[src/design/csc_triangle_counter_core_macros.svh]
// Assertion helpers for the triangle counter
`ifndef CSC_TRIANGLE_COUNTER_CORE_MACROS_SVH
`define CSC_TRIANGLE_COUNTER_CORE_MACROS_SVH
// Check a property on every edge outside reset
`define CSC_ASSERT(label, prop, msg) \
  label: assert property (@(posedge clk) disable iff (rst) (prop)) else $error(msg);
// Check that a condition implies another in the next cycle
`define CSC_ASSERT_NEXT(label, cond, prop, msg) \
  label: assert property (@(posedge clk) disable iff (rst) (cond) |=> (prop)) else $error(msg);
`endif

[src/design/csc_ram.sv]
`timescale 1ns / 1ps
module csc_ram #(
  parameter int Width = 8,
  parameter int Depth = 16
) (
  input  logic clk,
  input  logic we,
  input  logic [$clog2(Depth)-1:0] waddr,
  input  logic [Width-1:0] wdata,
  input  logic [$clog2(Depth)-1:0] raddr,
  output logic [Width-1:0] rdata
);
  logic [Width-1:0] mem [Depth];

  // Write and registered read
  always_ff @(posedge clk) begin
    if (we) mem[waddr] <= wdata;
    rdata <= mem[raddr];
  end
endmodule

[config.mk]
export PLATFORM = sky130hd
export DESIGN_NAME = csc_ram
export DESIGN_NICKNAME = d
export VERILOG_FILES = /design/src/design/csc_triangle_counter_core_macros.svh /design/src/design/csc_ram.sv
export SDC_FILE = /design/constraint.sdc
export NUM_CORES = 1
export LEC_CHECK = 0
export ABC_AREA = 1
export BUFFER_PORTS_ARGS = -buffer_cell sky130_fd_sc_hd__buf_2
export CORE_ASPECT_RATIO = 1.75
export CORE_MARGIN = 2
export CORE_UTILIZATION = 48
export CTS_CLUSTER_DIAMETER = 60
export DETAILED_ROUTE_END_ITERATION = 8
export MAX_ROUTING_LAYER = met4
export SLEW_MARGIN = 15
export SYNTH_ARGS = -nofsm -noshare
export SYNTH_HDL_FRONTEND = slang
export SYNTH_SLANG_ARGS = --single-unit
[constraint.sdc]
create_clock -name clk -period 2.2 [get_ports clk]
set_input_delay 0.11 -clock clk [delete_from_list [all_inputs] [get_ports clk]]
set_output_delay 0.11 -clock clk [all_outputs]
set_load 0.01 [all_outputs]
== Word-level counts from Yosys, hierarchy flattened ==
Memory sizes are Yosys's and may differ from the RTL's. A register that Yosys moved wholly into a read port is not among the register bits.
Cells that the tools add are included.
Word-level totals
  register bits: 0
  logic and storage cells: 3
  RAM bits: 128
  memories: 1
Operators by class
  mux-type cells: 2
Memories
  mem: words 16, bits a word 8, rd ports 1, clocked after memory_dff 1, wr ports 1, line csc_ram.sv:13  | logic [Width-1:0] mem [Depth];
Operator list (number)
  two-way mux 1 bit: 2

== Depth between registers and ports, before layout ==
Gate-level depths: netlist of the first run.
  word-level depth: 2
  gate-level depth with buffers: 8

== Worst setup path after synthesis of the first run ==
OpenSTA, ideal clock, no wires.
  path type: input to register
  start point: input port waddr[2]
  end point: memory mem[10][0], enable pin
  arrival time: 0.691 ns
  setup slack: 1.139 ns
  path buffers: 0
  stages: 2
  required time: 1.830 ns
  cell sequence: nand3b_1 > nor2_1
RTL lines
  start: declaration: line csc_ram.sv:8  | input logic [$clog2(Depth)-1:0] waddr,
  end: declaration: line csc_ram.sv:13
Straight into the memory's write port.

==> results.tsv, run 1 <==
metric	value	unit
first-pass GRT wire length	20580	um
grt ovf	0	
# H-tree levels	4	
Non-Filler Cell Area, Final	0.006554	sq mm
DR iter-0 viols	272	
Synth Warn #	0	
WS Path Type	primary input to flip-flop	
GPL Wtd Cong	0.8391	
Synth top area share	66.65	%
area grow syn2layout	13.65	%
RSZ-0062 raised after global routing	no	
Avg WL per Cell	18.11	um
antenna diode count	0	
status	finished, final reports clean	
Buf/Inv on CP	2	
f_max	915.4	MHz
CP top delay family	buffers and inverters	
Die ar.	0.01294	sq mm
Clock Latency Late Sink	0.41	ns
Sink Count	136	
Synth area leaders	edfxtp_1 (67%), nand2_1 (11%), nand3_1 (8.4%)	
die span in y	149	um
vias	3776	
vias per cell	5.187	
Yosys cell types	12	
largest area contributor in the netlist	edfxtp_1	
clk_skew	0.006286	ns
Worst EP required	2.49	ns
register area share after synthesis	69.43	%
IO Port Bufs	25	
Net count, final	596	
share of layout cells above drive strength 1	10.32	%
Setup crit start kind	primary input	
cell with the most instances after synthesis	nand2_1	
number of global-route vias before repair	3728	
Worst Setup End Kind	flip-flop	
Crit path largest cell delay	0.54	ns
overall routing resource usage	22.41	%
max_cap viols	0	
Setup Viol. Count Final	0	
CTS Hold Bufs	0	
HPWL after DPL	8364	um
maximum VDD drop	0.0005801	V
clock tree from TritonCTS	done	
Routed Antenna Nets	0	
Core ar.	0.01187	sq mm
Initial DRT Pass Iterations	5	
Top-Level Pins	26	
post-CTS sizing	0	
Clock Path Buffers	2	
total CTS buffers	17	
Total Wirelength	13190	um
starting density of the core	48.58	%
root buffer cell	clkbuf_16	
hold crit path type	primary input to flip-flop	
Max-slew headroom	44.28	%
Final min period	1.092	ns
antenna violations before repair	0	
#FFs+latches synth	136	
critical-path cell list	buf_2 -> buf_4 -> nand2_1 -> nand3_1 -> nand3_1 -> nand3_1 -> nand2_1	
syn_nets	569	
Crit-path slowest cell	buf_4	
Post-synth EDFFs	128	
Clock transition at path regs	0.06	ns
gate count of the mapped netlist	551	
Post CTS Setup Buffer Count	0	
cell mode on critical path	nand3_1	
top post-synthesis cells by count	nand2_1 (173), edfxtp_1 (128), inv_1 (100)	
largest net degree at the start of global routing	65	
Power Dens Cells	930.1	mW/mm^2
CP max FO	64	
Lkg Pwr	2.840	nW
setup tns final	0	ns
Worst Tran Pin Value	0.8327	ns
DR DRC count	0	
Synth async-reset ratio	0	%
post-synth design cell area	0.005767	sq mm
endpoints failing hold	0	
fin crit share	49.66	%
row cnt	53	
die width	86.86	um
Synth Area per Inst	10.47	sq um
Synth Flop Type	edfxtp_1	
Slew Viols, Final	0	
Worst EP arrival	1.39	ns
placed cell areas	0.005962	sq mm
[placed cells by master (no fill, tap or decap)]
cell type	count
inv_1	100
clkinv_2	3
edfxtp_1	128
buf_2	25
clkbuf_1	5
clkbuf_8	2
nor2_1	17
clkbuf_16	17
buf_4	6
nand3_1	97
bufinv_16	3
buf_12	1
nand2_1	173
inv_2	2
nand3b_1	2
dfxtp_1	8
clkinvlp_4	2
[sequential cells by signal, indices dropped and copies added, names as in the netlist]
signal	cells
mem	128
rdata	8
[metrics by stage]
step	worst slack (ns)	power (W)	hold WS, ns	std cells	utilization [%]
final	1.108	0.006096	0.06498	728	55.21
after global routing	0.9971	0.006291	0.08080	728	55.21
after CTS	1.116	0.006131	0.04976	728	55.21
after detailed placement	0.6919	0.003320	0.4744	696	50.23
after global placement	0.6958	0.003314	0.4752	696	50.23
after floorplan	1.139	0.003177	0.2089	551	-
[layer usage]
layer,routed length [um],track usage [%]
met5,0,-
met3,650,4.759
met1,5366,27.16
met4,329,8.516
met2,6838,36.56
[power breakdown]
group          internal [W]  switching (W)
logic             0.0000961       0.000252
clock network       0.00184       0.000994
registers           0.00290      0.0000181
total               0.00483        0.00126
[kinds of logic (layout without fill, tap and decap cells)]
kind of cell  after synthesis  count (layout)  share of synthesized area, %
simple gates              289             289                         21.05
flops                     136             136                         69.43
buf+inv                   126             166                         9.525
[area by class of cell]
class | instances | area [sq um]
Tap cell | 137 | 171.4
Inverter | 102 | 382.9
Sequential cell | 136 | 4004
Clock inverter | 8 | 120.1
Fill cell | 1064 | 5316
Clock buffer | 24 | 471.7
Multi-Input combinational cell | 289 | 1214
Timing Repair Buffer | 32 | 190.2
[final timing paths]
check / start / endpoint / slack (ns) / cells past startpoint
max: raddr[0] / rdata[4]$_DFF_P_ / 1.11 / 7
max reg2reg: mem[1][4]$_DFFE_PP_ / rdata[4]$_DFF_P_ / 1.13 / 6
min: raddr[3] / rdata[4]$_DFF_P_ / 0.06 / 3
min reg2reg: mem[14][4]$_DFFE_PP_ / rdata[4]$_DFF_P_ / 0.67 / 6
[worst reg2reg max path, stage by stage (launching register included)]
cell,delay [ns]
edfxtp_1,0.36
inv_1,0.06
nand2_1,0.05
nand3_1,0.12
nand3_1,0.13
nand3_1,0.16
nand2_1,0.08
No activity file was read; power rests on OpenSTA's default activity.
==> run 2: changes to the inputs <==
Settings changed: PLACE_DENSITY set to 0.67.
Clock period 2.2 ns to 0.9 ns, I/O delays scaled along.
==> run 2 against run 1 <==
The run now ends with setup timing left; worst hold slack got worse by 0.017 ns; global-route usage fell by 0.65 points; largest cell class unchanged; die area did not move; largest power group unchanged; final cell count rose by 4.5%; cell area rose by 10%; routed wire length fell by 1.3%; sequential power rose by 140%; critical endpoint is now rdata[2]$_DFF_P_; combinational power rose to 3.1 times the previous value; critical path depth fell by 1; first-iteration DRC count fell by 9.9%; worst setup slack got worse by 1.2 ns.
==> results.tsv, run 2 (synthesis gave the netlist of run 1 again) <==
metric	value	unit	change
hold slack	0.04773	ns	was 0.06498 ns
Initial DRT Pass Iterations	5		unchanged
Avg WL per Cell	17.10	um	was 18.11 um
Final min period	0.9448	ns	
Reg with most FFs	mem		unchanged
Combinational Power Share	7.1	%	was 5.7%
final std cells w/o fill	761		was 728
starting density of the core	48.58	%	unchanged
Net count, final	629		was 596
area grow syn2layout	25.56	%	was 13.65%
crit path to	rdata[2]$_DFF_P_		was rdata[4]$_DFF_P_
endpoints failing hold	0		unchanged
Total Wirelength	13010	um	was 13190 um
antenna violations before repair	0		unchanged
share of layout cells above drive strength 1	25.16	%	was 10.32%
max_cap viols	0		unchanged
Slew Viols, Final	0		unchanged
commonest non-fill, non-tap cell in the layout	nand2_1		unchanged
clk_skew	0.005654	ns	was 0.006286 ns
Setup crit start kind	flip-flop		was primary input
clock tree from TritonCTS	done		unchanged
RSZ-0062 raised after global routing	yes		was no
clock power share	46.2	%	was 46.5%
WS Path Type	flip-flop to flip-flop		was primary input to flip-flop
root buffer cell	clkbuf_16		unchanged
Buf/Inv on CP	1		was 2
GPL Wtd Cong	0.9138		was 0.8391
status	complete, but fails checks		was finished, final reports clean
Crit path largest cell delay	0.36	ns	was 0.54 ns
HPWL after DPL	8511	um	was 8364 um
DR DRC count	0		unchanged
Max-slew headroom	71.98	%	was 44.28%
fin crit share	105.0	%	
grt ovf	0		unchanged
Reg2Reg Depth	6		unchanged
worst setup margin	-0.04479	ns	was 1.108 ns
Core ar.	0.01187	sq mm	unchanged
DR iter-0 viols	245		was 272
Die ar.	0.01294	sq mm	unchanged
Clock transition at path regs	0.06	ns	about the same
Post CTS Setup Buffer Count	0		unchanged
max reg flops	128		unchanged
Lkg Pwr	3.154	nW	was 2.840 nW
Sink Count	136		unchanged
Worst Tran Pin Value	0.4198	ns	was 0.8327 ns
IO Port Bufs	25		unchanged
Stages on worst setup path	6		was 7
fill cell count	915		was 1064
CP top delay family	simple AND/OR/NAND/NOR gates		was buffers and inverters
# H-tree levels	4		unchanged
Crit-path slowest cell	edfxtp_1		was buf_4
first-pass GRT wire length	19850	um	was 20580 um
sw power	0.003222	W	was 0.001264 W
critical-path cell list	inv_1 -> nand2_1 -> nand3_1 -> nand3_1 -> nand3_1 -> nand2_1		was buf_2 -> buf_4 -> nand2_1 -> nand3_1 -> nand3_1 -> nand3_1 -> nand2_1
Setup Viol. Count Final	8		was 0
maximum VDD drop	0.001320	V	was 0.0005801 V
Post-Place Cells	729		was 696
total CTS buffers	17		unchanged
Seq. cell area	0.004006	sq mm	was 0.004004 sq mm
most frequent cells in the layout	nand2_1 (169), edfxtp_1 (128), inv_1 (100), nand3_2 (49), nand3_1 (46)		was nand2_1 (173), edfxtp_1 (128), inv_1 (100), nand3_1 (97), buf_2 (25)
number of global-route vias before repair	3766		was 3728
die width	86.86	um	unchanged
cell mode on critical path	nand3_1		unchanged
Worst EP arrival	1.25	ns	was 1.39 ns
Sw Ratio	21.09	%	was 20.74%
total chip power	0.01527	W	was 0.006096 W
failing checks	setup timing		
vias per cell	5.126		was 5.187
R2R setup slack	-0.04	ns	was 1.13 ns
row cnt	53		unchanged
f_max	1058	MHz	
Crit Reg-Reg Startpoint	mem[8][2]$_DFFE_PP_		was mem[1][4]$_DFFE_PP_
Cell Int Power	0.01205	W	was 0.004832 W
Power Dens Cells	2109	mW/mm^2	was 930.1 mW/mm^2
Worst EP required	1.20	ns	was 2.49 ns
CP startpoint	mem[8][2]$_DFFE_PP_		was raddr[0]
Worst Setup End Kind	flip-flop		unchanged
largest net degree at the start of global routing	38		was 65
Clock Path Buffers	2		unchanged
overall routing resource usage	21.76	%	was 22.41%
Clock Latency Late Sink	0.41	ns	about the same
Largest regs	mem (128), rdata (8)		unchanged
vias	3901		was 3776
antenna diode count	0		unchanged
hold crit path type	primary input to flip-flop		unchanged
Routed Antenna Nets	0		unchanged
sequential share of power	46.6	%	was 47.8%
area occupied by multi-input gates	0.001509	sq mm	was 0.001214 sq mm
CP max FO	1		was 64
die span in y	149	um	unchanged
RR Endpoint	rdata[2]$_DFF_P_		was rdata[4]$_DFF_P_
Top-Level Pins	26		unchanged
==> run 2: how the worst min path moves through the flow <==
| stage | start | end | cells past startpoint |
|---|---|---|---|
| final | wdata[0] | mem[7][0]$_DFFE_PP_ | 1 |
| after global routing | wdata[4] | mem[0][4]$_DFFE_PP_ | 1 |
| after CTS | wdata[4] | mem[0][4]$_DFFE_PP_ | 1 |
| after detailed placement | rdata[2]$_DFF_P_ | rdata[2] | 1 |
| after global placement | rdata[0]$_DFF_P_ | rdata[0] | 1 |
| after floorplan | wdata[0] | mem[0][0]$_DFFE_PP_ | 0 |
==> run 2: cell type report <==
type | count | area share (%)
clock buffers | 17 | 5.875
clock inverters | 15 | 2.523
inverters | 102 | 5.288
multi-input cells | 289 | 20.84
flip-flops and latches | 136 | 55.33
well taps | 137 | 2.367
repair buffers | 65 | 7.776
==> run 2: layer usage <==
metal	share of wire, %	GRT usage (%)
met5	0	-
met4	2.7	9.141
met1	38	23.33
met2	56	38.78
met3	3.5	3.708
==> run 2: per-stage QoR <==
step                setup slack [ns]  utilization (%)  TNS (ns)  area (sq um)
detailed placement           -0.3188            53.39    -17.90          6337
finish                      -0.04479            61.00   -0.2376          7241
global placement             -0.3038            53.39    -16.28          6337
CTS                         -0.03150            59.65   -0.1664          7081
floorplan                   -0.09583                -    -7.636          5782
global route                 -0.1078            61.00   -0.7145          7241
==> run 2: repair_timing <==
item,4_1_cts,5_1_grt
setup endpoints to repair,10,13
hold buffers,0,0
gates resized for setup,28,33
pin swaps,20,26
==> run 2: power by group through the flow <==
stage          sequential [W]  clock [W]  combinational [W]
4_1_cts               0.00713    0.00713            0.00101
2_1_floorplan         0.00727          0           0.000505
5_1_grt               0.00713    0.00737            0.00119
6_report              0.00712    0.00706            0.00109
3_3_place_gp          0.00725          0           0.000936
3_5_place_dp          0.00725          0           0.000952
